<file path="config.mk">
export PLATFORM = sky130hd
export DESIGN_NAME = shell_sort_with_counts
export DESIGN_NICKNAME = d
export VERILOG_FILES = /design/src/ssc_pkg.sv /design/src/ssc_mem.sv /design/src/ssc_cmp.sv /design/src/shell_sort_with_counts.sv
export VERILOG_INCLUDE_DIRS = /design/src /design/src/src
export SDC_FILE = /design/constraint.sdc
export NUM_CORES = 2
export LEC_CHECK = 0
export BUFFER_PORTS_ARGS = -buffer_cell sky130_fd_sc_hd__buf_2
export CORE_ASPECT_RATIO = 1.75
export CORE_MARGIN = 5
export CORE_UTILIZATION = 30
export CTS_BUF_LIST = sky130_fd_sc_hd__clkbuf_16
export CTS_CLUSTER_SIZE = 28
export DETAILED_ROUTE_END_ITERATION = 8
export GPL_ROUTABILITY_DRIVEN = 0
export PLACE_DENSITY = 0.46
export SLEW_MARGIN = 20
export SYNTH_ARGS = -nofsm -noshare
export SYNTH_HDL_FRONTEND = slang
export SYNTH_SLANG_ARGS = --single-unit
</file>
<file path="constraint.sdc">
create_clock -name clk -period 7.3 [get_ports clk]
set_input_delay 1.46 -clock clk [delete_from_list [all_inputs] [get_ports clk]]
set_output_delay 1.46 -clock clk [all_outputs]
set_load 0.02 [all_outputs]
</file>
<file path="src/assert_macros.svh">
// Assertion macros shared by the shell sort RTL.
// Expects signals named clk and rst in the including scope.
`ifndef ASSERT_MACROS_SVH
`define ASSERT_MACROS_SVH

// Condition must never hold outside reset.
`define SSC_ASSERT_NEVER(lbl, expr) \
  lbl: assert property (@(posedge clk) disable iff (rst) !(expr)) \
    else $error("never-condition hit");

// Antecedent implies consequent in the same cycle.
`define SSC_ASSERT_IMPLY(lbl, ante, cons) \
  lbl: assert property (@(posedge clk) disable iff (rst) (ante) |-> (cons)) \
    else $error("implication failed");

`endif

</file>
<file path="src/ssc_pkg.sv">
// Shared constants and types for the shell sort block.
// No dependencies.
package ssc_pkg;

  localparam int MAX_ELEMENTS = 64;
  localparam int ADDR_W       = $clog2(MAX_ELEMENTS);
  localparam int CNT_W        = ADDR_W + 1;
  localparam int DATA_W       = 32;
  localparam int MOVE_W       = 18;
  localparam int CMPT_W       = 16;
  localparam int OUT_W        = 72;

  localparam logic [MOVE_W-1:0] MOVE_MAX = '1;
  localparam logic [CMPT_W-1:0] CMPT_MAX = '1;

  // 5*g/11 == (g*1865) >> 12, exact for g up to 64
  localparam int RECIP_W = 11;
  localparam logic [RECIP_W-1:0] GAP_RECIP = 11'd1865;
  localparam int GAP_SHIFT = 12;

  typedef logic [DATA_W-1:0] data_t;
  typedef logic [ADDR_W-1:0] addr_t;
  typedef logic [CNT_W-1:0]  idx_t;

  typedef struct packed {
    logic clear;
    logic cmp;
    logic swap;
    logic drop;
  } stats_ctl_t;

endpackage

</file>
<file path="src/ssc_mem.sv">
// Element store: one write port, two registered read ports.
// Depends on ssc_pkg.
module ssc_mem
  import ssc_pkg::*;
(
  input  logic  clk,
  input  logic  wr_en,
  input  addr_t wr_addr,
  input  data_t wr_data,
  input  logic  rd_en,
  input  addr_t rd_addr_a,
  input  addr_t rd_addr_b,
  output data_t rd_data_a,
  output data_t rd_data_b
);

  data_t mem [MAX_ELEMENTS];

  always_ff @(posedge clk) begin
    if (wr_en) begin
      mem[wr_addr] <= wr_data;
    end
  end

  always_ff @(posedge clk) begin
    if (rd_en) begin
      rd_data_a <= mem[rd_addr_a];
      rd_data_b <= mem[rd_addr_b];
    end
  end

endmodule

</file>
<file path="src/ssc_cmp.sv">
// Shared compare unit with saturating compare/move counters and overflow flag.
// Depends on ssc_pkg.
module ssc_cmp
  import ssc_pkg::*;
(
  input  logic              clk,
  input  logic              rst,
  input  stats_ctl_t        ctl,
  input  data_t             a,
  input  data_t             b,
  output logic              lt,
  output logic [MOVE_W-1:0] move_total,
  output logic [CMPT_W-1:0] compare_total,
  output logic              overflow
);

  logic [MOVE_W:0] move_sum;

  assign lt       = a < b;
  assign move_sum = {1'b0, move_total} + (MOVE_W + 1)'(3);

  always_ff @(posedge clk) begin
    if (rst || ctl.clear) begin
      move_total    <= '0;
      compare_total <= '0;
      overflow      <= 1'b0;
    end else begin
      if (ctl.cmp && compare_total != CMPT_MAX) begin
        compare_total <= compare_total + CMPT_W'(1);
      end
      if (ctl.swap) begin
        move_total <= (move_sum > {1'b0, MOVE_MAX}) ? MOVE_MAX : move_sum[MOVE_W-1:0];
      end
      if (ctl.drop) begin
        overflow <= 1'b1;
      end
    end
  end

  `include "assert_macros.svh"

  `SSC_ASSERT_IMPLY(a_cmp_mono, !ctl.clear && $past(!rst && !ctl.clear), compare_total >= $past(compare_total))
  `SSC_ASSERT_IMPLY(a_move_mono, !ctl.clear && $past(!rst && !ctl.clear), move_total >= $past(move_total))
  `SSC_ASSERT_IMPLY(a_swap_after_cmp, ctl.swap, compare_total != '0)

endmodule

</file>
<file path="src/shell_sort_with_counts.sv">
// Top level of the shell sort block: load/sort/emit sequencer.
// Depends on ssc_pkg, ssc_mem, ssc_cmp and assert_macros.svh.
//
// Beats load one per cycle into a 64-entry store until a beat with tlast;
// beats past 64 are dropped and flagged on tuser of the final output beat.
// The run is then sorted in place with Gonnet gaps (gap = 5*gap/11, 1 once
// gap <= 2) using one compare unit over the store's two read ports: each
// visited pair is read (ST_RD), compared (ST_CMP) and, if it swaps, written
// back (ST_WR1, ST_WR2) before ST_STEP; each chain starts in ST_ISTART and
// each pass begins with a gap update in ST_GAP. The compare count C depends
// on n only (3553 at n = 64).
// Each result beat is read (ST_ORD), registered (ST_OLD) and held in
// ST_OWAIT until taken before the next is read; the input is not ready from
// the last input beat until the last output beat is taken. The move and
// compare totals ride on the final output beat only.
`include "assert_macros.svh"

module shell_sort_with_counts
  import ssc_pkg::*;
(
  input  logic             clk,
  input  logic             rst,
  input  logic             s_tvalid,
  output logic             s_tready,
  input  logic [31:0]      s_tdata,  // [31:0] value
  input  logic             s_tlast,
  output logic             m_tvalid,
  input  logic             m_tready,
  output logic [OUT_W-1:0] m_tdata,  // [31:0] sorted_value, [49:32] move_total,
                                     // [65:50] compare_total, [71:66] zero
  output logic             m_tuser,  // [0] overflow
  output logic             m_tlast
);

  typedef enum logic [3:0] {
    ST_LOAD, ST_GAP, ST_ISTART, ST_RD, ST_CMP, ST_WR1, ST_WR2, ST_STEP,
    ST_ORD, ST_OLD, ST_OWAIT
  } state_t;

  state_t state;
  idx_t   count, n, gap, i, j, k;
  idx_t   jg, count_inc, gap_next;
  logic   has_room;
  logic   out_fin;
  logic [CNT_W+RECIP_W-1:0] gap_prod;

  logic       wr_en, rd_en;
  addr_t      wr_addr, rd_addr_a;
  data_t      wr_data, rd_a, rd_b;
  stats_ctl_t sctl;
  logic       lt, overflow;
  logic [MOVE_W-1:0] move_total;
  logic [CMPT_W-1:0] compare_total;

  assign s_tready  = (state == ST_LOAD);
  assign has_room  = count < CNT_W'(MAX_ELEMENTS);
  assign count_inc = has_room ? count + CNT_W'(1) : count;
  assign jg        = j - gap;
  assign gap_prod  = {{RECIP_W{1'b0}}, gap} * {{CNT_W{1'b0}}, GAP_RECIP};
  assign gap_next  = (gap <= CNT_W'(2)) ? CNT_W'(1) : {1'b0, gap_prod[GAP_SHIFT +: ADDR_W]};
  assign out_fin   = (k == n - CNT_W'(1));

  always_comb begin
    wr_en   = 1'b0;
    wr_addr = count[ADDR_W-1:0];
    wr_data = s_tdata;
    unique case (state)
      ST_LOAD: wr_en = s_tvalid && has_room;
      ST_WR1: begin
        wr_en   = 1'b1;
        wr_addr = j[ADDR_W-1:0];
        wr_data = rd_b;
      end
      ST_WR2: begin
        wr_en   = 1'b1;
        wr_addr = jg[ADDR_W-1:0];
        wr_data = rd_a;
      end
      default: wr_en = 1'b0;
    endcase
  end

  assign rd_en     = (state == ST_RD) || (state == ST_ORD);
  assign rd_addr_a = (state == ST_ORD) ? k[ADDR_W-1:0] : j[ADDR_W-1:0];

  assign sctl.clear = (state == ST_OWAIT) && m_tready && m_tlast;
  assign sctl.cmp   = (state == ST_CMP);
  assign sctl.swap  = (state == ST_WR1);
  assign sctl.drop  = (state == ST_LOAD) && s_tvalid && !has_room;

  ssc_mem u_mem (
    .clk       (clk),
    .wr_en     (wr_en),
    .wr_addr   (wr_addr),
    .wr_data   (wr_data),
    .rd_en     (rd_en),
    .rd_addr_a (rd_addr_a),
    .rd_addr_b (jg[ADDR_W-1:0]),
    .rd_data_a (rd_a),
    .rd_data_b (rd_b)
  );

  ssc_cmp u_cmp (
    .clk           (clk),
    .rst           (rst),
    .ctl           (sctl),
    .a             (rd_a),
    .b             (rd_b),
    .lt            (lt),
    .move_total    (move_total),
    .compare_total (compare_total),
    .overflow      (overflow)
  );

  always_ff @(posedge clk) begin
    if (rst) begin
      state    <= ST_LOAD;
      count    <= '0;
      m_tvalid <= 1'b0;
    end else begin
      unique case (state)
        ST_LOAD: begin
          if (s_tvalid) begin
            count <= count_inc;
            if (s_tlast) begin
              n     <= count_inc;
              gap   <= count_inc;
              state <= ST_GAP;
            end
          end
        end
        ST_GAP: begin
          if (gap <= CNT_W'(1)) begin
            k     <= '0;
            state <= ST_ORD;
          end else begin
            gap   <= gap_next;
            i     <= gap_next;
            state <= ST_ISTART;
          end
        end
        ST_ISTART: begin
          if (i < n) begin
            j     <= i;
            state <= ST_RD;
          end else begin
            state <= ST_GAP;
          end
        end
        ST_RD:  state <= ST_CMP;
        ST_CMP: state <= lt ? ST_WR1 : ST_STEP;
        ST_WR1: state <= ST_WR2;
        ST_WR2: state <= ST_STEP;
        ST_STEP: begin
          if (jg >= gap) begin
            j     <= jg;
            state <= ST_RD;
          end else begin
            i     <= i + CNT_W'(1);
            state <= ST_ISTART;
          end
        end
        ST_ORD: state <= ST_OLD;
        ST_OLD: begin
          m_tvalid <= 1'b1;
          m_tlast  <= out_fin;
          m_tuser  <= out_fin && overflow;
          m_tdata  <= {{(OUT_W - DATA_W - MOVE_W - CMPT_W){1'b0}},
                       out_fin ? compare_total : CMPT_W'(0),
                       out_fin ? move_total : MOVE_W'(0),
                       rd_a};
          state    <= ST_OWAIT;
        end
        ST_OWAIT: begin
          if (m_tready) begin
            m_tvalid <= 1'b0;
            if (m_tlast) begin
              count <= '0;
              state <= ST_LOAD;
            end else begin
              k     <= k + CNT_W'(1);
              state <= ST_ORD;
            end
          end
        end
        default: state <= ST_LOAD;
      endcase
    end
  end

  `SSC_ASSERT_NEVER(a_no_overlap, s_tready && m_tvalid)
  `SSC_ASSERT_IMPLY(a_pair_in_range, state == ST_RD, (j >= gap) && (gap != '0) && (j < n))
  `SSC_ASSERT_IMPLY(a_totals_on_last, m_tvalid && !m_tlast, (m_tdata[65:32] == '0) && !m_tuser)

endmodule

</file>
# After elaboration in Yosys (flattened, before gate mapping)
# Memory sizes are Yosys's and may differ from the RTL's. A register that Yosys moved wholly into a read port is not among the register bits.
# Cells that the tools add are included.
# word_totals
regBits,150
mem_bits_rw,2048
input_bits,37
out_inout_bits,76
n_memories,1
# memory_table
memory,words,width,read_ports,rd_clocked_by_memory_dff,wr,line,text
u_mem.mem,64,32,2,2,1,ssc_mem.sv:17,data_t mem [MAX_ELEMENTS];
# classes
add_sub_neg,7
mul,1
order_cmp,7
n_eq_ne,22
n_mux,37
bitwise,1
n_reduce_logical,27
# ops
operator,n
2-to-1 mux 7 bit,13
case mux 7 bit (2 select lines),5
case mux 32 bit (2 select lines),1
case mux 4 bit (11 select lines),1
less-than comparator 32 bit,1
adder 7 x 1 -> 7 bit (second input constant),3
2-to-1 mux 4 bit,5
adder 18 x 2 -> 19 bit (second input constant),1
> comparator 19 x 18 -> 1 bit (second input constant),1
multiplier 7 x 11 -> 18 bit (second input constant),1
2-to-1 mux 18 bit,1
!= test 2 bit (second input constant),9
adder 16 x 1 -> 16 bit (second input constant),1
== test 4 x 3 -> 1 bit (second input constant),4
!= test 16 bit (second input constant),1
AND reduction 4 bit,4
== test 4 bit (second input constant),3
2-to-1 mux 6 bit,2
case mux 6 bit (2 select lines),1
nonzero test 2 bit,6
AND reduction 5 bit,2
== test 4 x 2 -> 1 bit (second input constant),2
== test 7 bit,1
>= comparator 7 bit,1
19 further kinds,32

# Longest topological paths before layout
# logic_depth
ltp_word,5
depth_mapped,15

# Modules after synthesis
# From an unflattened synthesis, not the netlist that was laid out.
# unflattened
cells_unflattened,5626
area_unflattened_um2,107207.8
# by_module_without_submodules
mod,instances,cells_each,area_per_inst_um2,seq_area_each_um2
ssc_mem,1,4412,96301.1,63420.8
shell_sort_with_counts,1,879,8246.7,3333.2
ssc_cmp,1,335,2660.1,700.7

# Least setup slack after synthesis
# OpenSTA, ideal clock, no wires.
# synth_timing
path_type,input -> register
start,input rst
end,"register m_tdata[0], enable pin"
t_arrival_ns,6.323
required_time_ns,6.722
path_slack_ns,0.399
path_stages,2
n_path_buf,1
path_cell_list,clkbuf_1 > nor3_1
# synth_via
elab_chain_len,2
# synth_rtl
element,line,text
"start, declared",shell_sort_with_counts.sv:22,"input logic rst,"
inverter 1 bit (no line),--,
AND reduction 2 bit (no line),--,
"end signal, assigned",shell_sort_with_counts.sv:168,"m_tdata <= {{(OUT_W - DATA_W - MOVE_W - CMPT_W){1'b0}},"
"end, declared",shell_sort_with_counts.sv:29,"output logic [OUT_W-1:0] m_tdata,"
# Every way passes these cells.
# A chain may end at the register's enable or synchronous reset.

# Worst setup path in the final report
# layout_timing
start,register state[2]
end,"memory u_mem.mem[52][10] (netlist bit), enable pin"
# layout_via
elab_chain_len,5
# layout_rtl
element,line,text
"start, declared",shell_sort_with_counts.sv:40,state_t state;
"start signal, assigned",shell_sort_with_counts.sv:151,ST_CMP: state <= lt ? ST_WR1 : ST_STEP;
== test 4 x 3 -> 1 bit,shell_sort_with_counts.sv:67,unique case (state)
OR reduction 2 bit (no line),--,
case mux 1 bit (2 select lines),shell_sort_with_counts.sv:67,
2-to-1 mux 1 bit,ssc_mem.sv:20,if (wr_en) begin
2-to-1 mux 1 bit (not written as such),ssc_mem.sv:21,mem[wr_addr] <= wr_data;
"end, declared",ssc_mem.sv:17,
# Several ways; a longest one is shown, not always the timed one.

==> results.json <==
{
  "dp_hpwl_mm": 289,
  "wl_mm": 441,
  "cts-buffers-inserted": 209,
  "fill_cells": 33700,
  "syn_area_mm2": 0.107,
  "fmax_ghz": 0.195,
  "holdWs_ns": 0.475,
  "r2r_end": "u_mem.mem[52][10]",
  "drtIter0Drc": 7792,
  "route.detailed.drc": 0,
  "grt_pass1_wl_mm": 595,
  "rsz0062_at_grt": "false",
  "p_leak_nw": 38.8,
  "grt_pass1_vias": 67800,
  "yosys-top-cells-area": "edfxtp_1 62%, mux4_2 19%, nand2_1 2.6%",
  "arrival_ns": 5.66,
  "core-area_mm2": 0.356,
  "vias": 67900,
  "netlist_instances": 6476,
  "pin_count": 113,
  "critical_path_class": "flip-flop to flip-flop",
  "skew_ns": 0.0488,
  "ys_types": 82,
  "root_buffer": "clkbuf_16",
  "holdPathEnd": "u_cmp.overflow",
  "via_per_inst": 5.94,
  "antenna_found_initial": 52,
  "cts_tree": "yes",
  "area_delta_synth_final_pct": 13.7,
  "ys.flop_type": "edfxtp_1",
  "worst_slack_ns": 2.18,
  "pre_cts_ws_ns": 2.29,
  "clock_latency_ns": 0.91,
  "h-tree-depth": 4,
  "cp_slowest_cell": "nor2_4",
  "portBuffers": 106,
  "hp-class": "flip-flop to flip-flop",
  "wire_per_inst_um": 38.7,
  "fin_nets": 6717,
  "r2r_start": "state[2]",
  "die_x_um": 461,
  "setup-tns-final_ns": 0,
  "start_kind": "flip-flop",
  "synth_seq_cells": 2262,
  "r2r_cells": 7,
  "endpoint_kind": "flip-flop",
  "rrSetupSlack_ns": 2.18,
  "slew_viol_final": 0,
  "start_util_pct": 30.1,
  "drtAntennaViolNets": 0,
  "status": "finished clean",
  "cpMostUsedCell": "buf_4",
  "synth-edff-count": 2215,
  "ys_seq_area_share_pct": 63.1,
  "syn_avg_cell_area_um2": 16.5,
  "holdBufCountCts": 0,
  "gr-total-overflow": 0,
  "cts_setup_buffers": 0,
  "setup_viol": 0,
  "period_needed_ns": 5.12,
  "critical_path_required_ns": 7.84,
  "grt_usage_pct": 23.4,
  "die_area_mm2": 0.369,
  "ys_warn_count": 0,
  "dieHeight_um": 800,
  "row_count": 290,
  "slowest_delay_ns": 1.19,
  "tightest_slew_ns": 1.22,
  "ctsResizeCount": 0,
  "hold_viol": 0,
  "fin_crit_sh_pct": 70.1,
  "path_cells": "nor2b_4 -> buf_4 -> nand2_1 -> o221ai_1 -> nand4_1 -> nor2_4 -> buf_4",
  "grt_max_degree": 105,
  "power_density_mw_per_mm2": 333,
  "path_clk_slew_ns": 0.07,
  "cts.sinks": 2262,
  "drt_first_pass_iters": 8,
  "yosysTopAreaCellShare_pct": 62.2,
  "cp_max_fo": 34,
  "ctsLongestPathBuffers": 4,
  "slew-limit-headroom_pct": 18.3,
  "min_from": "u_cmp.overflow",
  "async_reset_ff_share_pct": 0,
  "synth_top_area_cell": "edfxtp_1",
  "vdd_drop_max_v": 0.000327,
  "min_path_cells": 2,
  "drv_cap": 0,
  "drive_gt1_share_pct": 25.4
}
[per-layer routing]
layer | track usage, % | share of wire [%] | vias to the layer above
met2 | 41.4 | 52 | 3751
met5 | 0 | 0.024 | -
met3 | 3.79 | 7.0 | 992
li1 | - | - | 26700
met4 | 15.0 | 7.4 | 16
met1 | 26.1 | 34 | 36500
[worst max-delay path, delay by kind of cell, from the launching register on]
family / cells / cell delay, ns
and+or+nand+nor: 4 / 2.60
DFF: 1 / 0.82
AOI/OAI and AO/OA: 1 / 0.40
buffers and inverters: 2 / 0.88
[layout by cell type, fill, tap and decap left out, types with 76 or more instances in the layout]
cell type  netlist  layout
edfxtp_1      2215    2215
a21oi_1        128      96
nor2_1         246     172
nor2_4           0      77
clkbuf_16        0     214
nand3_1        265     265
o21ai_0         80      78
ha_1           102     101
mux4_2         892     892
a31oi_1         76      76
inv_1           83     115
buf_4           30     196
buf_2          121     106
nand2_1        750     745
mux2i_1        247     242
[Yosys cell counts, types with 22 or more instances]
library cell and n:
edfxtp_1 2215, mux4_2 892, nand2_1 750, nand3_1 265, clkbuf_1 248, mux2i_1 247
nor2_1 246, a21oi_1 128, buf_2 121, ha_1 102, inv_1 83, buf_1 81
o21ai_0 80, a31oi_1 76, a221oi_1 69, nand4_1 65, o22ai_1 61, nor3_1 55
o2111ai_1 49, dfxtp_1 47, nand2b_1 45, a22oi_1 39, o211ai_1 39, and2_1 37
o31ai_1 37, buf_4 30, xnor2_1 28, o21ai_1 24, xor2_1 23, a32oi_1 22
mux2_2 22
[registers in the layout (all words and copies together) (netlist names)]
| signal | cells |
|---|---|
| j | 7 |
| k | 7 |
| u_cmp.compare_total | 16 |
| m_tdata | 66 |
| i | 7 |
| u_mem.rd_data_a | 32 |
| gap | 7 |
| state | 4 |
| m_tuser | 1 |
| count | 7 |
| n | 7 |
| u_mem.mem | 2048 |
| u_cmp.overflow | 1 |
| m_tvalid | 1 |
| m_tlast | 1 |
| u_cmp.move_total | 18 |
| u_mem.rd_data_b | 32 |
[worst max-delay path by stage]
stage                   endpoint  startpoint  depth (start not counted)  slack, ns
2_1_floorplan         m_tdata[0]         rst                          2       0.40
3_5_place_dp   u_mem.mem[52][12]    state[2]                          7       2.29
3_3_place_gp    u_mem.mem[47][3]        j[0]                         11       2.17
6_report       u_mem.mem[52][10]    state[2]                          7       2.18
5_1_grt        u_mem.mem[47][10]        j[0]                         11       2.13
4_1_cts        u_mem.mem[52][10]    state[2]                          7       2.26
[final cells by class]
| class | count | area [um^2] | area share [%] |
|---|---|---|---|
| multi-input cells | 3652 | 38300 | 31.5 |
| diodes | 28 | 70.1 | 0.0576 |
| clock buffers | 214 | 5360 | 4.40 |
| inverters | 83 | 312 | 0.256 |
| clock inverters | 150 | 1230 | 1.01 |
| flip-flops and latches | 2262 | 67500 | 55.5 |
| repair buffers | 357 | 3100 | 2.55 |
| well taps | 4672 | 5850 | 4.81 |
[logic make-up (layout without fill, tap and decap cells)]
kind of cell    count (synthesis)  count (layout)  share of synthesized area [%]
compound gates                750             750                           4.88
xor+xnor                       51              51                          0.418
fa+ha+maj                     115             115                           1.44
buf+inv                       567             804                           2.26
flops                        2262            2262                           63.1
mux                          1166            1166                           21.4
other cells                     1              34                        0.00351
simple gates                 1564            1564                           6.57
[report_power, final]
group          switching, mW  internal [mW]  total (mW)
combinational           8.25           5.16        13.4
clock                   5.13           5.97        11.1
sequential             0.351           15.6        16.0
[through the flow]
step | power [mW] | utilization (%) | std cells | cell area (um^2)
after global placement | 29.6 | 32.3 | 11000 | 115000
after global routing | 41.7 | 34.2 | 11400 | 122000
after CTS | 40.7 | 34.1 | 11400 | 122000
after floorplan | 24.4 | - | 6481 | 107000
after detailed placement | 29.7 | 32.3 | 11000 | 115000
final | 40.5 | 34.2 | 11400 | 122000
(Power assumes the default switching activity.)
